**src/rtl/tlms_pkg.sv**
```systemverilog
`timescale 1ns / 1ps
// ----------------------------------------------------------------------------
// tlms_pkg
// Shared types, constants and helpers of the trie substitution unit.
// ----------------------------------------------------------------------------
package tlms_pkg;

  // default sizes
  localparam int unsigned STATE_COUNT_DEF  = 512;
  localparam int unsigned SYMBOL_COUNT_DEF = 128;
  localparam int unsigned KEY_MAX_DEF      = 8;
  localparam int unsigned REPL_MAX_DEF     = 8;
  localparam int unsigned POOL_DEPTH_DEF   = 2048;

  // lookahead depth and its derived widths
  localparam int unsigned LA_DEPTH = 8;
  localparam int unsigned LA_IW    = $clog2(LA_DEPTH);
  localparam int unsigned LA_CW    = $clog2(LA_DEPTH + 1);

  localparam logic [15:0] LIMIT_RESET   = 16'd255;
  localparam logic [7:0]  SYM_FOLD_MASK = 8'h7f;

  typedef enum logic [1:0] {
    FUNC_CLEAR = 2'd0,
    FUNC_KEY   = 2'd1,
    FUNC_REPL  = 2'd2,
    FUNC_TEXT  = 2'd3
  } func_e;

  typedef struct packed {
    logic capture;
    logic clr_step;
    logic tbl_clear;
    logic key_enter;
    logic key_resolve;
    logic repl_apply;
    logic text_enter;
    logic walk_init;
    logic walk_rd;
    logic info_rd_cursor;
    logic walk_step;
    logic emit_init;
    logic emit_char;
    logic consume;
    logic text_end;
    logic flush;
  } cmd_t;

  typedef struct packed {
    logic  clr_last;
    func_e func;
    logic  key_look;
    logic  repl_go;
    logic  text_go;
    logic  la_empty;
    logic  walk_cont;
    logic  walk_stop;
    logic  emit_done;
    logic  emit_hit;
    logic  pend_valid;
    logic  out_free;
  } status_t;

  function automatic logic [7:0] lower_ch(input logic [7:0] c);
    logic [7:0] v;
    v = c;
    if (c >= 8'h41 && c <= 8'h5a) begin
      v = c + 8'h20;
    end
    return v;
  endfunction

endpackage

```
**src/rtl/tlms_ctrl.sv**
```systemverilog
`timescale 1ns / 1ps
// ----------------------------------------------------------------------------
// tlms_ctrl
// Sequencer: clearing sweep, item decode, trie walk and emission steps.
// ----------------------------------------------------------------------------
module tlms_ctrl (
  input  logic               clk_i,
  input  logic               rst_ni,
  input  logic               in_valid_i,
  output logic               in_stall_o,
  input  tlms_pkg::status_t  st_i,
  output tlms_pkg::cmd_t     cmd_o
);

  typedef enum logic [18:0] {
    ST_CLR     = 19'h00001,
    ST_IDLE    = 19'h00002,
    ST_DECODE  = 19'h00004,
    ST_K_ARC   = 19'h00008,
    ST_K_INFO  = 19'h00010,
    ST_K_CHECK = 19'h00020,
    ST_R_INFO  = 19'h00040,
    ST_R_APPLY = 19'h00080,
    ST_W_INIT  = 19'h00100,
    ST_W_ARC   = 19'h00200,
    ST_W_INFO  = 19'h00400,
    ST_W_CHECK = 19'h00800,
    ST_W_DEC   = 19'h01000,
    ST_E_CHK   = 19'h02000,
    ST_E_RD    = 19'h04000,
    ST_E_SEND  = 19'h08000,
    ST_CONSUME = 19'h10000,
    ST_T_END   = 19'h20000,
    ST_FLUSH   = 19'h40000
  } state_e;

  state_e state_q, state_d;

  assign in_stall_o = (state_q != ST_IDLE);

  always_comb begin
    state_d = state_q;
    cmd_o   = '0;
    unique case (state_q)
      ST_CLR: begin
        cmd_o.clr_step = 1'b1;
        if (st_i.clr_last) state_d = ST_IDLE;
      end
      ST_IDLE: begin
        if (in_valid_i) begin
          cmd_o.capture = 1'b1;
          state_d       = ST_DECODE;
        end
      end
      ST_DECODE: begin
        unique case (st_i.func)
          tlms_pkg::FUNC_CLEAR: begin
            cmd_o.tbl_clear = 1'b1;
            state_d         = ST_IDLE;
          end
          tlms_pkg::FUNC_KEY: begin
            cmd_o.key_enter = 1'b1;
            state_d         = st_i.key_look ? ST_K_ARC : ST_IDLE;
          end
          tlms_pkg::FUNC_REPL: begin
            state_d = st_i.repl_go ? ST_R_INFO : ST_IDLE;
          end
          tlms_pkg::FUNC_TEXT: begin
            cmd_o.text_enter = 1'b1;
            state_d          = st_i.text_go ? ST_W_INIT : ST_IDLE;
          end
          default: state_d = ST_IDLE;
        endcase
      end
      ST_K_ARC:   state_d = ST_K_INFO;
      ST_K_INFO:  state_d = ST_K_CHECK;
      ST_K_CHECK: begin
        cmd_o.key_resolve = 1'b1;
        state_d           = ST_IDLE;
      end
      ST_R_INFO: begin
        cmd_o.info_rd_cursor = 1'b1;
        state_d              = ST_R_APPLY;
      end
      ST_R_APPLY: begin
        cmd_o.repl_apply = 1'b1;
        state_d          = ST_IDLE;
      end
      ST_W_INIT: begin
        cmd_o.walk_init = 1'b1;
        state_d         = st_i.la_empty ? ST_T_END : ST_W_ARC;
      end
      ST_W_ARC: begin
        cmd_o.walk_rd = 1'b1;
        state_d       = ST_W_INFO;
      end
      ST_W_INFO: begin
        cmd_o.walk_rd = 1'b1;
        state_d       = ST_W_CHECK;
      end
      ST_W_CHECK: begin
        cmd_o.walk_rd   = 1'b1;
        cmd_o.walk_step = 1'b1;
        state_d         = ST_W_DEC;
      end
      ST_W_DEC: begin
        if (st_i.walk_cont) begin
          state_d = ST_W_ARC;
        end else if (st_i.walk_stop) begin
          state_d = ST_T_END;
        end else begin
          cmd_o.emit_init = 1'b1;
          state_d         = ST_E_CHK;
        end
      end
      ST_E_CHK:  state_d = st_i.emit_done ? ST_CONSUME : ST_E_RD;
      ST_E_RD:   state_d = ST_E_SEND;
      ST_E_SEND: begin
        if (st_i.out_free) begin
          cmd_o.emit_char = 1'b1;
          state_d         = st_i.emit_hit ? ST_FLUSH : ST_E_CHK;
        end
      end
      ST_CONSUME: begin
        cmd_o.consume = 1'b1;
        state_d       = ST_W_INIT;
      end
      ST_T_END: begin
        cmd_o.text_end = 1'b1;
        state_d        = ST_FLUSH;
      end
      ST_FLUSH: begin
        if (!st_i.pend_valid) begin
          state_d = ST_IDLE;
        end else if (st_i.out_free) begin
          cmd_o.flush = 1'b1;
          state_d     = ST_IDLE;
        end
      end
      default: state_d = ST_IDLE;
    endcase
  end

  always_ff @(posedge clk_i or negedge rst_ni) begin
    if (!rst_ni) begin
      state_q <= ST_CLR;
    end else begin
      state_q <= state_d;
    end
  end

endmodule

```
**config.mk**
```make
export PLATFORM = sky130hd
export DESIGN_NAME = tlms_ctrl
export DESIGN_NICKNAME = d
export VERILOG_FILES = /design/src/rtl/tlms_pkg.sv /design/src/rtl/tlms_ctrl.sv
export SDC_FILE = /design/constraint.sdc
export NUM_CORES = 1
export LEC_CHECK = 0
export BUFFER_PORTS_ARGS = -buffer_cell sky130_fd_sc_hd__buf_2
export CAP_MARGIN = 20
export CORE_MARGIN = 5
export CORE_UTILIZATION = 45
export CTS_CLUSTER_SIZE = 8
export DETAILED_ROUTE_END_ITERATION = 16
export PLACE_DENSITY = 0.69
export SLEW_MARGIN = 15
export SYNTH_ARGS = -nofsm -noshare
export SYNTH_HDL_FRONTEND = slang
export SYNTH_SLANG_ARGS = --single-unit
```
**constraint.sdc**
```tcl
create_clock -name clk_i -period 2.2 [get_ports clk_i]
set_input_delay 0.11 -clock clk_i [delete_from_list [all_inputs] [get_ports clk_i]]
set_output_delay 0.11 -clock clk_i [all_outputs]
set_load 0.03 [all_outputs]
```
# After elaboration in Yosys (flattened, before gate mapping)
# Index checks and enable logic that the tools add are counted.
# W data, S select, Z words.
[word_totals]
romBits = 0
elab_cells = 69
n_memories = 0
latchBits = 0
ramBits = 0
out_inout_bits = 17
regBits = 19
[classes]
shift = 0
add_sub_neg = 0
n_eq_ne = 27
n_lt_le_gt_ge = 0
multipliers = 0
reduce_logical = 3
n_mux = 38
bitwise_logic = 0
n_div = 0
[ops]
columns = ["cell", "n"]
rows = [
  ["$pmux W19 S17", 1],
  ["$mux W19", 7],
  ["$pmux W19 S4", 1],
  ["$mux W18", 2],
  ["$mux W1", 22],
  ["$eq A19 B1 Y1 const B", 1],
  ["$eq A19 B10 Y1 const B", 1],
  ["$eq A19 B11 Y1 const B", 1],
  ["$eq A19 B12 Y1 const B", 1],
  ["$eq A19 B13 Y1 const B", 1],
  ["$eq A19 B14 Y1 const B", 1],
  ["$eq A19 B15 Y1 const B", 1],
  ["$eq A19 B16 Y1 const B", 1],
  ["$eq A19 B17 Y1 const B", 1],
  ["$eq A19 B18 Y1 const B", 1],
  ["$eq A19 B19 Y1 const B", 1],
  ["$eq A19 B2 Y1 const B", 1],
  ["$eq A19 B3 Y1 const B", 1],
  ["$eq A19 B4 Y1 const B", 1],
  ["$eq A19 B5 Y1 const B", 1],
  ["$eq A19 B6 Y1 const B", 1],
  ["$eq A19 B7 Y1 const B", 1],
  ["$eq A19 B8 Y1 const B", 1],
  ["$eq A19 B9 Y1 const B", 1],
  ["13 further kinds", 16],
]

# Longest topological paths before layout
[depth]
depth_word = 3
depth_mapped = 7
mapped_depth_nobuf = 6

# Worst setup path after synthesis
# No wires, ideal clock.
[synth_path]
kind = "flip-flop to flip-flop"
start = "register state_q[13]"
end = "register state_q[8]"
setup_time_ns = 0.070
path_buffers = 0
path_slack_ns = -0.172
t_required_ns = 2.130
t_arrival_ns = 2.302
stages_incl_launch_ff = 6
cell_sequence = "dfrtp_1 -> nor4_1 -> and4b_1 -> nand2_2 -> nor4_1 -> a21o_1"
[synth_via]
elab_chain_len = 3
elab_cells_between_ends = 23
cone_classes = "21 x eq/ne; 1 x mux; 1 x reduce/logical"
[synth_lines]
columns = ["item", "line", "rtl"]
rows = [
  ["from (decl)", "tlms_ctrl.sv:37", "state_e state_q, state_d;"],
  ["from (signal assigned)", "tlms_ctrl.sv:148", "state_q <= state_d;"],
  ["$eq A19 B19 Y1, or another cell as far along", "tlms_ctrl.sv:44", "unique case (state_q)"],
  ["$ne A3 B3 Y1 (no source line) or $ne A2 B2 Y1 (tied branches)", "n/a", ""],
  ["$reduce_and A4 Y1 (no source line)", "n/a", ""],
]
# Several ways; a longest one is shown, not always the timed one.
# A chain may end at the register's enable or synchronous reset.

==> results_tabular.tex <==
\begin{tabular}{lr}
\hline
Metric & Value \\
\hline
\multicolumn{2}{l}{\textbf{Global route}} \\
\quad Largest net degree at the start of global routing & 20 \\
\quad Total routing resource utilization after global routing & 18.6\% \\
\quad Global routing usage on met2 & 30.6\% \\
\quad Via count of the first global-routing pass & 1312 \\
\quad Met3 routing resource usage after global routing & 4.50\% \\
\quad GRT Residual Overflow & 0 \\
\quad Number of antenna violations at the first check in global routing & 0 \\
\quad GR met1 Demand/Resource & 22.0\% \\
\quad Global-route wire length before repair & 5980 um \\
\quad Grt peak-use layer & met2 \\
\multicolumn{2}{l}{\textbf{Yosys}} \\
\quad Part of the Yosys area used for sequential elements & 37.8\% \\
\quad Number of distinct standard cells referenced by the synthesized netlist & 43 \\
\quad Most instantiated library cell after synthesis & sky130\_fd\_sc\_hd\_\_nor2\_1 \\
\quad Proportion of register bits with asynchronous set or reset after synthesis & 100\% \\
\quad Per-instance average area after synthesis & 8.69 um2 \\
\quad Synthesized net count & 161 \\
\quad Mapped cell area & 1260 um2 \\
\quad Commonest register cell after synthesis & sky130\_fd\_sc\_hd\_\_dfrtp\_1 \\
\quad Number of flops mapped to enable cells by yosys & 0 \\
\quad Gate count of the mapped netlist & 145 \\
\quad Ranking of synthesized cells by area & sky130\_fd\_sc\_hd\_\_dfrtp\_1 36\%, sky130\_fd\_sc\_hd\_\_nor2\_1 6.6\%, sky130\_fd\_sc\_hd\_\_nor3\_1 4.0\%, sky130\_fd\_sc\_hd\_\_nor4\_1 3.5\%, sky130\_fd\_sc\_hd\_\_nor4\_4 3.4\% \\
\quad Area share of the largest cell type after synthesis & 35.7\% \\
\quad Synth Warn \# & 0 \\
\quad Number of synthesized register bits & 19 \\
\quad Cell types with the highest counts after synthesis & 22 x sky130\_fd\_sc\_hd\_\_nor2\_1, 18 x sky130\_fd\_sc\_hd\_\_dfrtp\_1, 10 x sky130\_fd\_sc\_hd\_\_nor3\_1 \\
\quad Cell accounting for the most synthesized area & sky130\_fd\_sc\_hd\_\_dfrtp\_1 \\
\multicolumn{2}{l}{\textbf{Critical path}} \\
\quad Biggest cell delay along the critical path & 0.57 ns \\
\quad Flop-to-flop setup slack & 0.15 ns \\
\quad Slowest CP cell & sky130\_fd\_sc\_hd\_\_or4\_4 \\
\quad Reg2Reg Launch Point & state\_q[4] \\
\quad Cell depth of the worst setup path & 6 \\
\quad Sort of element at the end of the critical path & output port \\
\quad Crit-path cells & or4\_4, nor3\_4, nor2b\_4, and3b\_2, and2\_4, buf\_6 \\
\quad Start point of the critical path & state\_q[16] \\
\quad Worst setup path class & flip-flop to output port \\
\quad Req. time, crit path & 2.09 ns \\
\quad Arrival time at the worst endpoint & 2.13 ns \\
\quad Highest net fanout along the worst path & 3 \\
\quad Reg-to-Reg End & state\_q[1] \\
\quad Critical path capture point & cmd\_o[3] \\
\quad Kind of launch point of the worst setup path & flip-flop \\
\quad Number of buffers and inverters on the critical path & 1 \\
\quad Depth of the worst register-to-register path & 8 \\
\quad Family of cells with the greatest summed delay on the critical path & simple AND/OR/NAND/NOR gates \\
\multicolumn{2}{l}{\textbf{Layout}} \\
\quad Finished layout cell area & 1910 um2 \\
\quad Area growth from synthesis to layout & 51.9\% \\
\quad Number of antenna cells inserted & 0 \\
\quad Ratio of cells with drive above 1 in the final layout & 47.1\% \\
\quad Filler Cell Count & 213 \\
\quad Number of nets at the end of the flow & 225 \\
\quad Number of flip-flops in the largest register & 19 \\
\quad Number of standard cells in the final layout excluding fillers & 239 \\
\quad Register with the most flip-flops & state\_q \\
\quad Largest registers ranked by flip-flop count & state\_q (19) \\
\multicolumn{2}{l}{\textbf{CTS}} \\
\quad \# clock sinks & 19 \\
\quad Bufs on Longest Clock Path & 2 \\
\quad Clk Latency, worst-skew pair & 0.31 ns \\
\quad Clock tree from TritonCTS & done \\
\quad CTS HTree Levels & 1 \\
\quad Reg clk slew, reported paths & 0.11 ns \\
\quad CTS buffer count & 3 \\
\quad Clock root buffer & sky130\_fd\_sc\_hd\_\_clkbuf\_4 \\
\multicolumn{2}{l}{\textbf{Die}} \\
\quad Overall die height & 62.9 um \\
\quad Width of the die & 62.9 um \\
\quad Core Footprint & 2710 um2 \\
\quad Floorplan die area & 3960 um2 \\
\quad Row cnt & 19 \\
\quad Initial Util & 46.5\% \\
\quad I/O pin count & 33 \\
\multicolumn{2}{l}{\textbf{Placed design}} \\
\quad Post-placement setup slack & 0.120 ns \\
\quad Post-detailed-placement half-perimeter wirelength & 2450 um \\
\quad Dpl cell area & 1460 um2 \\
\quad Post-Place Cells & 206 \\
\quad Port-buffer cells & 32 \\
\quad Routability congestion estimate & 0.825 \\
\multicolumn{2}{l}{\textbf{Worst hold path}} \\
\quad Hold Path Origin & st\_i[7] \\
\quad Type of the worst min-delay path & input pin to flip-flop \\
\multicolumn{2}{l}{\textbf{Drt}} \\
\quad Number of vias in the routed layout & 1431 \\
\quad DRC & 0 \\
\quad Antenna viol nets, final & 0 \\
\quad DRC marker count from the first detailed-route iteration & 102 \\
\quad Routed wirelength normalized by instance count & 17.2 um \\
\quad Average via count per standard cell & 5.99 \\
\quad Final WL & 4110 um \\
\quad Number of iterations in the first detailed-routing pass & 4 \\
\multicolumn{2}{l}{\textbf{STA}} \\
\quad Setup repair after global routing missed its margin & true \\
\quad Number of hold violations in the final report & 0 \\
\quad Final critical-path setup slack & -0.0429 ns \\
\quad Fin Clk Skew & 0.00212 ns \\
\quad Final clock period utilization by the worst path & 102\% \\
\quad Count of endpoints failing setup in the final report & 1 \\
\quad Max frequency & 446 MHz \\
\quad Number of pins exceeding their max-slew limit in the final report & 0 \\
\quad Worst slew margin relative to its limit & 69.5\% \\
\quad Transition at the pin with the smallest max-transition slack & 0.457 ns \\
\quad Final min period & 2.24 ns \\
\multicolumn{2}{l}{\textbf{Outcome}} \\
\quad Violations in the final reports & setup timing \\
\quad Outcome & finished with violations \\
\multicolumn{2}{l}{\textbf{Power and ir drop}} \\
\quad Maximum ir drop on the vdd rail & 0.663 mV \\
\quad Leakage power summed over all cells & 0.902 nW \\
\quad Overall power & 1.49 mW \\
\quad Total power per unit cell area & 779 nW/um2 \\
\multicolumn{2}{l}{\textbf{Flow run}} \\
\quad Max-cap viol count & 0 \\
\hline
\end{tabular}
## cells in the final DEF (no fill, tap or decap), types with 3 or more instances in the layout
master	netlist	routed
sky130_fd_sc_hd__buf_4	0	30
sky130_fd_sc_hd__nor2_1	22	21
sky130_fd_sc_hd__buf_2	1	21
sky130_fd_sc_hd__dfrtp_1	18	10
sky130_fd_sc_hd__nand2_1	9	9
sky130_fd_sc_hd__a21oi_1	8	8
sky130_fd_sc_hd__dfrtp_2	0	8
sky130_fd_sc_hd__nor3_1	10	7
sky130_fd_sc_hd__buf_6	1	6
sky130_fd_sc_hd__nor4_4	2	5
sky130_fd_sc_hd__nand4_1	5	5
sky130_fd_sc_hd__inv_1	5	4
sky130_fd_sc_hd__nand2b_1	4	4
sky130_fd_sc_hd__clkbuf_4	0	4
sky130_fd_sc_hd__dlygate4sd3_1	0	4
sky130_fd_sc_hd__nor2b_1	4	3
sky130_fd_sc_hd__nand3_1	4	3
sky130_fd_sc_hd__or2_4	0	3
sky130_fd_sc_hd__nor4_1	7	3
sky130_fd_sc_hd__mux2i_1	3	3
sky130_fd_sc_hd__xnor2_1	3	3
sky130_fd_sc_hd__o21ai_0	3	3
## where the power goes
part	total [mW]	internal (mW)	switching, mW
Combinational	0.863	0.397	0.466
Clock	0.190	0.0681	0.122
Sequential	0.437	0.379	0.0586
Total	1.49	0.844	0.647
## timing repair
action                                  CTS  global route
gates cloned                              0             0
pin swaps                                 4            14
hold buffers                              4             0
gates resized for setup                  19            36
endpoints found under the setup margin   15            16
endpoints found under the hold margin    21             0
setup buffers                            10            15
## through the flow
stage,util (%),TNS [ns],hold slack [ns]
finish,70.6,-0.0429,0.0153
global route,70.6,-0.699,0.000786
CTS,61.8,-0.118,0.0245
detailed placement,54.0,0,0.0847
global placement,54.0,0,0.0800
floorplan,-,0,-0.186
## worst register-to-register path, stage by stage, from the launching register on
cell	delay, ns
sky130_fd_sc_hd__dfrtp_2	0.46
sky130_fd_sc_hd__nor4_4	0.34
sky130_fd_sc_hd__buf_4	0.21
sky130_fd_sc_hd__nand3_4	0.10
sky130_fd_sc_hd__buf_4	0.15
sky130_fd_sc_hd__nor3_1	0.22
sky130_fd_sc_hd__o211ai_1	0.15
sky130_fd_sc_hd__nor4bb_1	0.17
sky130_fd_sc_hd__o22a_1	0.16
## cell type report
type	count	area, um2	share of cell area, %
clock buffers	3	22.5	1.18
repair buffers	62	445	23.3
clock inverters	1	5.00	0.261
flip-flops and latches	19	487	25.4
inverters	5	18.8	0.980
multi-input cells	118	897	46.9
well taps	31	38.8	2.03
## routing by layer
metal / vias up / part of all wire (%)
met1: 683 / 39
met3: 22 / 7.1
met5: - / 0
li1: 658 / -
met4: 0 / 3.9
met2: 68 / 50
## kinds of logic after synthesis
| family | after synthesis | share of synthesized area, % |
|---|---|---|
| xor+xnor | 4 | 2.78 |
| buf+inv | 8 | 3.08 |
| flops | 19 | 37.8 |
| simple gates | 89 | 42.6 |
| compound gates | 22 | 11.3 |
| mux | 3 | 2.38 |
## worst min path at each step
stage | to | slack [ns] | depth (start not counted)
floorplan | state_q[10] | -0.19 | 0
CTS | state_q[6] | 0.02 | 3
global route | state_q[8] | 0.0008 | 2
global placement | state_q[8] | 0.08 | 1
finish | state_q[8] | 0.02 | 2
detailed placement | state_q[6] | 0.08 | 1
No activity file was read; power rests on OpenSTA's default activity.
